<file path="src/rtl/srm_pkg.sv">
// ----------------------------------------------------------------------------
// srm_pkg
// Shared constants for the stereo ring modulator: field widths, sine
// approximation coefficients, gain format and register indexes.
// ----------------------------------------------------------------------------
`timescale 1ns / 1ps
`default_nettype none

package srm_pkg;

	localparam int DEFAULT_SINE_INDEX_BITS = 10;
	localparam int DEFAULT_SAMPLE_BITS     = 16;

	localparam int PHASE_BITS = 32;
	localparam int MIX_BITS   = 16;
	localparam int CFG_BITS   = 32;
	localparam int X_BITS     = 17;  // Q15 value in 0..32768 inclusive
	localparam int PROD_BITS  = 34;
	localparam int CARR_BITS  = 16;

	// Gain is Q2.30 signed: 1.0 == 2^30
	localparam int GAIN_BITS = 32;
	localparam int GAIN_FRAC = 30;

	localparam int SIN_A   = 51472;
	localparam int SIN_B   = 21024;
	localparam int SIN_C   = 2320;
	localparam int ONE_Q15 = 32768;

	// Carrier pipeline depth: settle count reloaded on a phase or mix change
	localparam int CARRIER_LAT = 6;
	localparam int SETTLE_BITS = $clog2(CARRIER_LAT + 1);

	typedef logic [0:0] reg_index_t;
	localparam reg_index_t REG_PHASE_STEP = 1'b0;
	localparam reg_index_t REG_MIX_LEVEL  = 1'b1;

endpackage

`default_nettype wire

</file>
<file path="src/rtl/srm_carrier.sv">
// ----------------------------------------------------------------------------
// srm_carrier
// Pipelined sine approximation of the carrier phase followed by the gain
// term 1 + mix*(carrier - 1) in Q2.30. Runs every cycle; CARRIER_LAT deep.
// ----------------------------------------------------------------------------
`timescale 1ns / 1ps
`default_nettype none

module srm_carrier
	import srm_pkg::*;
#(
	parameter int SINE_INDEX_BITS = DEFAULT_SINE_INDEX_BITS
) (
	input  wire logic                        clk,
	input  wire logic [PHASE_BITS-1:0]       phase,
	input  wire logic [MIX_BITS-1:0]         mix_level,
	output logic signed [GAIN_BITS-1:0]      gain
);

	localparam int RB     = SINE_INDEX_BITS - 2;
	localparam int XSHIFT = X_BITS - SINE_INDEX_BITS;
	localparam int MB     = GAIN_BITS + 3;

	logic [SINE_INDEX_BITS-1:0] idx;
	logic [RB-1:0]              r;
	logic [X_BITS-1:0]          x_raw;
	logic [X_BITS-1:0]          x_fold;

	assign idx    = phase[PHASE_BITS-1 -: SINE_INDEX_BITS];
	assign r      = idx[RB-1:0];
	assign x_raw  = X_BITS'(r) << XSHIFT;
	// odd quadrants run the quarter wave backwards
	assign x_fold = idx[SINE_INDEX_BITS-2] ? (X_BITS'(ONE_Q15) - x_raw) : x_raw;

	// stage 1: folded argument
	logic [X_BITS-1:0] x_s1;
	logic              neg_s1;

	always_ff @(posedge clk) begin
		x_s1   <= x_fold;
		neg_s1 <= idx[SINE_INDEX_BITS-1];
	end

	// stage 2: x2 = x*x >> 15
	logic [PROD_BITS-1:0] sq_prod;
	logic [X_BITS-1:0]    x2_s2;
	logic [X_BITS-1:0]    x_s2;
	logic                 neg_s2;

	assign sq_prod = PROD_BITS'(x_s1) * PROD_BITS'(x_s1);

	always_ff @(posedge clk) begin
		x2_s2  <= sq_prod[15 +: X_BITS];
		x_s2   <= x_s1;
		neg_s2 <= neg_s1;
	end

	// stage 3: t1 = B - (C*x2 >> 15)
	logic [PROD_BITS-1:0] cx_prod;
	logic [18:0]          cx_sh;
	logic [15:0]          t1_s3;
	logic [X_BITS-1:0]    x2_s3;
	logic [X_BITS-1:0]    x_s3;
	logic                 neg_s3;

	assign cx_prod = PROD_BITS'(SIN_C) * PROD_BITS'(x2_s2);
	assign cx_sh   = cx_prod[33:15];

	always_ff @(posedge clk) begin
		t1_s3  <= 16'(19'(SIN_B) - cx_sh);
		x2_s3  <= x2_s2;
		x_s3   <= x_s2;
		neg_s3 <= neg_s2;
	end

	// stage 4: t2 = A - (t1*x2 >> 15)
	logic [PROD_BITS-1:0] tx_prod;
	logic [18:0]          tx_sh;
	logic [15:0]          t2_s4;
	logic [X_BITS-1:0]    x_s4;
	logic                 neg_s4;

	assign tx_prod = PROD_BITS'(t1_s3) * PROD_BITS'(x2_s3);
	assign tx_sh   = tx_prod[33:15];

	always_ff @(posedge clk) begin
		t2_s4  <= 16'(19'(SIN_A) - tx_sh);
		x_s4   <= x_s3;
		neg_s4 <= neg_s3;
	end

	// stage 5: y = t2*x >> 15, clamp, apply sign of the half period
	logic [PROD_BITS-1:0]        y_prod;
	logic [18:0]                 y_sh;
	logic [14:0]                 y_clamp;
	logic signed [CARR_BITS-1:0] y_pos;
	logic signed [CARR_BITS-1:0] carrier_s5;

	assign y_prod  = PROD_BITS'(t2_s4) * PROD_BITS'(x_s4);
	assign y_sh    = y_prod[33:15];
	assign y_clamp = (y_sh > 19'd32767) ? 15'h7fff : y_sh[14:0];
	assign y_pos   = $signed({1'b0, y_clamp});

	always_ff @(posedge clk) begin
		carrier_s5 <= neg_s4 ? -y_pos : y_pos;
	end

	// stage 6: gain = 2^30 + m*(c - 1.0)
	logic [MIX_BITS-1:0]  mix_clamp;
	logic signed [17:0]   c_minus_one;
	logic signed [MB-1:0] mix_prod;
	logic signed [MB-1:0] gain_sum;

	assign mix_clamp   = (mix_level > MIX_BITS'(ONE_Q15)) ? MIX_BITS'(ONE_Q15) : mix_level;
	assign c_minus_one = 18'(carrier_s5) - 18'sd32768;
	assign mix_prod    = $signed(MB'({1'b0, mix_clamp})) * MB'(c_minus_one);
	assign gain_sum    = mix_prod + (MB'(1) <<< GAIN_FRAC);

	always_ff @(posedge clk) begin
		gain <= GAIN_BITS'(gain_sum);
	end

endmodule

`default_nettype wire

</file>
<file path="src/rtl/srm_lane.sv">
// ----------------------------------------------------------------------------
// srm_lane
// One channel: sample times gain, then round half up and saturate to the
// signed sample range.
// ----------------------------------------------------------------------------
`timescale 1ns / 1ps
`default_nettype none

module srm_lane
	import srm_pkg::*;
#(
	parameter int SAMPLE_BITS = DEFAULT_SAMPLE_BITS
) (
	input  wire logic                          clk,
	input  wire logic                          load,
	input  wire logic signed [SAMPLE_BITS-1:0] sample,
	input  wire logic signed [GAIN_BITS-1:0]   gain,
	output logic signed [SAMPLE_BITS-1:0]      result
);

	localparam int PB = SAMPLE_BITS + GAIN_BITS;
	localparam int QB = SAMPLE_BITS + 2;

	localparam logic signed [QB-1:0] SAT_HI = $signed({3'b000, {(SAMPLE_BITS-1){1'b1}}});
	localparam logic signed [QB-1:0] SAT_LO = $signed({3'b111, {(SAMPLE_BITS-1){1'b0}}});

	logic signed [PB-1:0] prod_s1;
	logic signed [PB-1:0] biased;
	logic signed [QB-1:0] rounded;

	// product held until the next transaction
	always_ff @(posedge clk) begin
		if (load) begin
			prod_s1 <= PB'(sample) * PB'(gain);
		end
	end

	assign biased  = prod_s1 + (PB'(1) <<< (GAIN_FRAC - 1));
	assign rounded = $signed(biased[GAIN_FRAC +: QB]);

	always_comb begin
		if (rounded > SAT_HI) begin
			result = SAT_HI[SAMPLE_BITS-1:0];
		end else if (rounded < SAT_LO) begin
			result = SAT_LO[SAMPLE_BITS-1:0];
		end else begin
			result = rounded[SAMPLE_BITS-1:0];
		end
	end

endmodule

`default_nettype wire

</file>
<file path="src/rtl/stereo_ring_modulator.sv">
// Each lane registers its product on accept; the pair then moves to the
// output register once that is empty or not stalled. Input takes one stereo
// pair at a time and stalls until then and until the 6-stage carrier pipeline
// has refilled after the phase advance. A configuration write also holds off
// input for a refill. Reset (arst_n low, asynchronous) clears configuration,
// phase, busy and out_valid to zero and holds off input while the carrier fills.
// ----------------------------------------------------------------------------
// stereo_ring_modulator
// Stereo ring modulator: a phase accumulator drives a sine carrier whose
// gain term scales both channels in two parallel lanes.
// ----------------------------------------------------------------------------
`timescale 1ns / 1ps
`default_nettype none

module stereo_ring_modulator
	import srm_pkg::*;
#(
	parameter int SINE_INDEX_BITS = DEFAULT_SINE_INDEX_BITS,
	parameter int SAMPLE_BITS     = DEFAULT_SAMPLE_BITS
) (
	input  wire logic                          clk,
	input  wire logic                          arst_n,
	input  wire logic                          cfg_write,
	input  wire logic [0:0]                    cfg_index,
	input  wire logic [CFG_BITS-1:0]           cfg_data,
	input  wire logic                          in_valid,
	output logic                               in_stall,
	input  wire logic signed [SAMPLE_BITS-1:0] left_in,
	input  wire logic signed [SAMPLE_BITS-1:0] right_in,
	input  wire logic                          last_sample,
	output logic                               out_valid,
	input  wire logic                          out_stall,
	output logic signed [SAMPLE_BITS-1:0]      left_out,
	output logic signed [SAMPLE_BITS-1:0]      right_out
);

	logic [PHASE_BITS-1:0]        phase_step_q;
	logic [MIX_BITS-1:0]          mix_level_q;
	logic [PHASE_BITS-1:0]        phase_q;
	logic [SETTLE_BITS-1:0]       settle_q;
	logic                         busy_q;
	logic                         out_valid_q;
	logic signed [SAMPLE_BITS-1:0] left_q;
	logic signed [SAMPLE_BITS-1:0] right_q;

	logic                         accept;
	logic                         transfer;
	logic signed [GAIN_BITS-1:0]  gain;
	logic signed [SAMPLE_BITS-1:0] left_res;
	logic signed [SAMPLE_BITS-1:0] right_res;

	assign in_stall = (settle_q != '0) || busy_q;
	assign accept   = in_valid && !in_stall;
	assign transfer = busy_q && (!out_valid_q || !out_stall);

	always_ff @(posedge clk or negedge arst_n) begin
		if (!arst_n) begin
			phase_step_q <= '0;
			mix_level_q  <= '0;
		end else if (cfg_write) begin
			case (cfg_index)
				REG_PHASE_STEP: phase_step_q <= cfg_data;
				REG_MIX_LEVEL:  mix_level_q  <= cfg_data[MIX_BITS-1:0];
				default:        ;
			endcase
		end
	end

	always_ff @(posedge clk or negedge arst_n) begin
		if (!arst_n) begin
			phase_q  <= '0;
			settle_q <= SETTLE_BITS'(CARRIER_LAT);
			busy_q   <= 1'b0;
		end else begin
			if (accept) begin
				phase_q <= last_sample ? '0 : phase_q + phase_step_q;
			end
			// gain must be recomputed whenever phase or mix changes
			if (accept || cfg_write) begin
				settle_q <= SETTLE_BITS'(CARRIER_LAT);
			end else if (settle_q != '0) begin
				settle_q <= settle_q - 1'b1;
			end
			if (accept) begin
				busy_q <= 1'b1;
			end else if (transfer) begin
				busy_q <= 1'b0;
			end
		end
	end

	srm_carrier #(
		.SINE_INDEX_BITS(SINE_INDEX_BITS)
	) u_carrier (
		.clk       (clk),
		.phase     (phase_q),
		.mix_level (mix_level_q),
		.gain      (gain)
	);

	srm_lane #(
		.SAMPLE_BITS(SAMPLE_BITS)
	) u_lane_left (
		.clk    (clk),
		.load   (accept),
		.sample (left_in),
		.gain   (gain),
		.result (left_res)
	);

	srm_lane #(
		.SAMPLE_BITS(SAMPLE_BITS)
	) u_lane_right (
		.clk    (clk),
		.load   (accept),
		.sample (right_in),
		.gain   (gain),
		.result (right_res)
	);

	// merge both lanes into the output register
	always_ff @(posedge clk or negedge arst_n) begin
		if (!arst_n) begin
			out_valid_q <= 1'b0;
		end else if (transfer) begin
			out_valid_q <= 1'b1;
		end else if (!out_stall) begin
			out_valid_q <= 1'b0;
		end
	end

	always_ff @(posedge clk) begin
		if (transfer) begin
			left_q  <= left_res;
			right_q <= right_res;
		end
	end

	assign out_valid = out_valid_q;
	assign left_out  = left_q;
	assign right_out = right_q;

endmodule

`default_nettype wire

</file>
<file path="config.mk">
export PLATFORM = sky130hd
export DESIGN_NAME = stereo_ring_modulator
export DESIGN_NICKNAME = d
export VERILOG_FILES = /design/src/rtl/srm_pkg.sv /design/src/rtl/srm_carrier.sv /design/src/rtl/srm_lane.sv /design/src/rtl/stereo_ring_modulator.sv
export SDC_FILE = /design/constraint.sdc
export NUM_CORES = 2
export LEC_CHECK = 0
export BUFFER_PORTS_ARGS = -buffer_cell sky130_fd_sc_hd__clkbuf_2
export CAP_MARGIN = 5
export CORE_UTILIZATION = 53
export CTS_CLUSTER_DIAMETER = 100
export CTS_CLUSTER_SIZE = 24
export DETAILED_ROUTE_END_ITERATION = 7
export PLACE_DENSITY_LB_ADDON = 0.3
export SYNTH_ARGS = -nofsm -noshare
export SYNTH_HDL_FRONTEND = slang
export SYNTH_SLANG_ARGS = --single-unit
</file>
<file path="constraint.sdc">
create_clock -name clk -period 10.3 [get_ports clk]
set_input_delay 0.515 -clock clk [delete_from_list [all_inputs] [get_ports clk]]
set_output_delay 0.515 -clock clk [all_outputs]
set_load 0.02 [all_outputs]
</file>
# == After elaboration in Yosys (flattened, before gate mapping) ==
# Cells that the tools add are included.
# word_totals
mem_bits_rw,0
out_inout_bits,34
register_bits,399
in_bits,71
latchBits,0
n_memories,0
mem_bits_ro,0
# op_classes
bitwise_logic,1
n_mux,13
eq_ne,1
shifts,0
n_addsub,10
div_mod_pow,0
magnitude_cmp,6
n_reduce_logical,13
n_mul,7
# ops
cell,n
48-bit by 31-bit adder with 48-bit output (second input constant),2
16-bit by 32-bit multiplier with 48-bit output,2
16-bit two-way mux,3
15-bit two-way mux,3
18-bit by 16-bit greater-than comparator with 1-bit output (second input constant),2
18-bit by 16-bit < comparator with 1-bit output (second input constant),2
16-bit by 17-bit multiplier with 33-bit output,1
32-bit adder,1
32-bit adder (second input constant),1
17-bit by 17-bit multiplier with 32-bit output,1
17-bit by 18-bit multiplier with 32-bit output,1
32-bit two-way mux,1
16-bit by 17-bit multiplier with 31-bit output,1
8-bit by 17-bit multiplier with 25-bit output (first input constant),1
18-bit by 15-bit greater-than comparator with 1-bit output (second input constant),1
16-bit by 17-bit subtractor with 18-bit output (second input constant),1
16-bit by 15-bit subtractor with 17-bit output (first input constant),1
16-bit greater-than comparator (second input constant),1
15-bit negation with 16-bit output,1
15-bit by 14-bit subtractor with 16-bit output (first input constant),1
16-bit subtractor (first input constant),1
3-bit two-way mux,2
1-bit two-way mux,4
2-bit AND reduction,2
other kinds (8),14

# == Longest topological paths before layout ==
# logic_depth
word_depth,6
ltp_mapped,32
mapped_depth_nobuf,30

# == Modules after synthesis ==
# Synthesis repeated with hierarchy kept, for this count alone.
# hier_totals
hier_cells,7981
area_unflattened_um2,73842.1
# by_module_without_submodules
module,cells_each,seq_area_each_um2,area_per_inst_um2,n_inst
srm_carrier,3504,3022.9,31670.4,1
srm_lane (u_lane_left),2008,570.5,18179.9,1
srm_lane (u_lane_right),1986,570.5,18099.9,1
stereo_ring_modulator,483,3090.5,5891.9,1

# == Worst setup path before layout ==
# Ideal clock, no wire load.
# synth_timing
kind,reg2reg
start,register mix_level_q[11]
end,register u_carrier.gain[30]
n_path_buf,2
synth_period_minus_slack_ns,7.290
stages_incl_launch_ff,28
setup_time_ns,0.106
slack_ns,3.010
arrival_time_ns,7.184
cell_sequence,dfrtp_1 > nor4_1 > nand4_1 > nand2_1 > clkbuf_1 > and2_1 > clkbuf_1 > nand2_1 > fa_1 > inv_1 > fa_1 > inv_1 > fa_1 > fa_1 > inv_1 > fa_1 > fa_1 > ha_1 > and3_1 > a221o_1 > a31oi_1 > a211oi_1 > a21oi_1 > a41oi_1 > a41o_1 > o21a_1 > o21a_1 > o311ai_0
# synth_via
elab_chain_cells,4
# synth_rtl
item,line_no,text
from (decl),stereo_ring_modulator.sv:38,logic [MIX_BITS-1:0] mix_level_q;
from (signal assigned),stereo_ring_modulator.sv:63,REG_MIX_LEVEL: mix_level_q <= cfg_data[MIX_BITS-1:0];
16-bit greater-than comparator,srm_carrier.sv:114,assign mix_clamp = (mix_level > MIX_BITS'(ONE_Q15)) ? MIX_BITS'(ONE_Q15) : mix_level;
16-bit two-way mux *,srm_carrier.sv:114,
17-bit by 18-bit multiplier with 32-bit output *,srm_carrier.sv:116,"assign mix_prod = $signed(MB'({1'b0, mix_clamp})) * MB'(c_minus_one);"
32-bit adder *,srm_carrier.sv:117,assign gain_sum = mix_prod + (MB'(1) <<< GAIN_FRAC);
net u_carrier.gain_sum[30],srm_carrier.sv:112,logic signed [MB-1:0] gain_sum;
to (signal assigned),srm_carrier.sv:120,gain <= GAIN_BITS'(gain_sum);
to (decl),srm_carrier.sv:17,output logic signed [GAIN_BITS-1:0] gain
# Mark *: on every way through the listed nets, which the timed path passes. The rest lies on a longest branch.
# A chain may end at the register's enable or synchronous reset.

# == Final worst setup path ==
# layout_timing
start,register mix_level_q[7]
end,register u_carrier.gain[30]
# The elaborated chain is that of the path after synthesis.

==> run metrics <==
reg2reg path depth=26; Final Hold Vio Count=0; antenna violations before repair=13; largest net degree at the start of global routing=between 50 and 60; Mapped Cells=7777; routed wire length per instance=18.0 um; CTS clock-pin slew for the worst setup and hold paths=0.10 ns; worst-skew pair later-pin latency=0.65 ns; H-Tree Depth=1; Seq cells post-synth=306; top-count cell post-synth=inv_1; met3 routed wirelength=11.3 mm; die width=372 um; routed length on met1=69.4 mm; port bufs=104; Hold Crit Class=in -> reg; multi-input logic area=57000 sq um; Post-synth top cells=inv_1, fa_1, nand2_1; number of fill cells=between 10k and 15k; HP Start=cfg_write; sequential cell area=roughly 7300 sq um; Mapped Avg Cell Area=9.31 sq um; FF-to-FF setup slack=~1.7 ns; CTS tree=done; Clock Root Buffer=clkbuf_16; DRC viols=0; DR pass1 iterations=7; post-cts repair resize count=0; I/O Pins=105; crit-path max FO=47; post-CTS setup buffer count=0; WL met2=approximately 84 mm; initial detailed-routing violation count=2600; floorplan row count=135; critical path launch point type=register; All-Layer GR Usage=25.9%; Post-synth EDFFs=70; Setup TNS Final=0 ns; slowest stage delay, CP=0.59 ns; Mapped Area=72400 sq um; first-pass GRT wire length=284 mm; worst slew pin tran=roughly 1.2 ns; Routed WL=about 170 mm; remaining antenna violation count=0; max-cap violations=0; dpl hpwl=133 mm; Bufs on Longest Clock Path=3; vias in the first global route=55.4k; Clock Sinks=306; outcome=completed; Placer Congestion=0.898; max_slew headroom=23.2%; most used flip-flop cell after synthesis=dfxtp_1; final setup skew=0.0615 ns; cts bufs inserted=24; Yosys top cell area share=43.4%; Slew Viols, Final=0; Seq/Total Area, Yosys=about a tenth; Final setup viols=0; fin nets=9965; slowest stage cell, crit path=nor3_1; Netlist cell types=94; Die Area=between 100000 and 150000 sq um; Synth area leader=fa_1; cell repeated most along the worst path=fa_1; WP data required=10.80 ns; asr flop ratio synth=27.8%; Critical R2R Launch=mix_level_q[7]; Worst setup EP type=register; Tcrit/Tclk final=83.9%; kind of critical path=reg -> reg; initial core utilization=53.5%; Vias=51.0k; grt ovf=0; hold buffers post-CTS=1; hold path endpoint=settle_q[0]; achievable frequency=about 0.12 GHz; Core Area=135000 sq um; Chip Height=372 um; share of cells above drive strength 1=3.97%; WHS Path Cells=2; main area contributors after synthesis=fa_1, ha_1, inv_1; Worst R2R End=u_carrier.gain[30]; RSZ-0062 raised after global routing=no; Vias/cell=5.40; YS warnings=0; max layer used=met5; final worst path period need=8.64 ns; crit path DAT=between 9 and 10 ns; Synth-to-Final Area Change=4.05%
-- logic make-up after synthesis --
kind of cell	share of synthesized area, %
and+or+nand+nor	14.7
AOI/OAI and AO/OA	4.85
adders and majority gates	55.1
xor gates and xnor gates	2.98
DFF	10.0
muxes	0.898
other	0.0104
buffers and inverters	11.4
-- placed cells by master (no fill, tap or decap), types with 42 or more instances in the layout --
cell type	count
xor2_1	65
nor2_1	141
a21oi_1	122
dfrtp_1	83
o21ai_0	101
a21o_1	61
nand3_1	56
fa_1	1570
buf_4	55
mux2_2	52
nand2b_1	93
nor3_1	42
and3_1	70
inv_1	1874
and2_1	597
xnor2_1	178
dfxtp_1	144
ha_1	680
edfxtp_1	70
clkbuf_2	103
nand2_1	1081
-- routing by layer --
layer,GRT usage (%),vias up
li1,-,22780
met1,33.5,26354
met2,45.0,1521
met3,3.71,330
met4,7.30,6
met5,0,-
-- how the worst max path moves through the flow --
stage,from,to,slack (ns),depth (start not counted)
finish,mix_level_q[7],u_carrier.gain[30],1.66,26
CTS,mix_level_q[7],u_carrier.gain[30],1.73,26
global route,mix_level_q[0],u_carrier.gain[30],1.19,26
detailed placement,mix_level_q[7],u_carrier.gain[30],1.82,26
floorplan,mix_level_q[11],u_carrier.gain[30],3.01,27
global placement,mix_level_q[7],u_carrier.gain[30],2.03,26
-- area by class of cell --
class / count / share of cell area (%)
multi-input combinational: 5277 / 75.6
inverter: 1875 / 9.34
clock buffer: 29 / 0.822
sequential: 306 / 9.64
timing repair buffer: 160 / 1.26
antenna: 5 / 0.0166
tap: 1781 / 2.96
clock inverter: 15 / 0.398
-- sequential cells by signal (all words and copies together) (netlist names), 19 cells and up --
name and flops:
phase_q 32, u_lane_right.prod_s1 19, u_carrier.gain 32, u_lane_left.prod_s1 19
phase_step_q 32
-- worst max-delay path: cells and delay by family, from the launching register on --
| family | cells | cell delay, ns |
|---|---|---|
| adders and majority gates | 7 | 3.44 |
| AOI/OAI and AO/OA | 9 | 2.30 |
| and+or+nand+nor | 6 | 1.86 |
| buffers and inverters | 4 | 0.48 |
| DFF | 1 | 0.40 |
-- per-stage QoR --
stage	hold WS (ns)	utilization, %	instance area [sq um]	instances	setup slack, ns
floorplan	0.219	-	72500	7783	3.01
finish	0.0491	55.6	75400	9448	1.66
CTS	0.0152	55.6	75300	9442	1.73
detailed placement	0.312	54.9	74400	9397	1.82
global route	0.0442	55.6	75400	9448	1.19
global placement	0.310	54.9	74400	9397	2.03
Power is left out: the tool's default activity adds up to more than one toggle a clock period on the data nets, which glitch-free logic cannot reach.
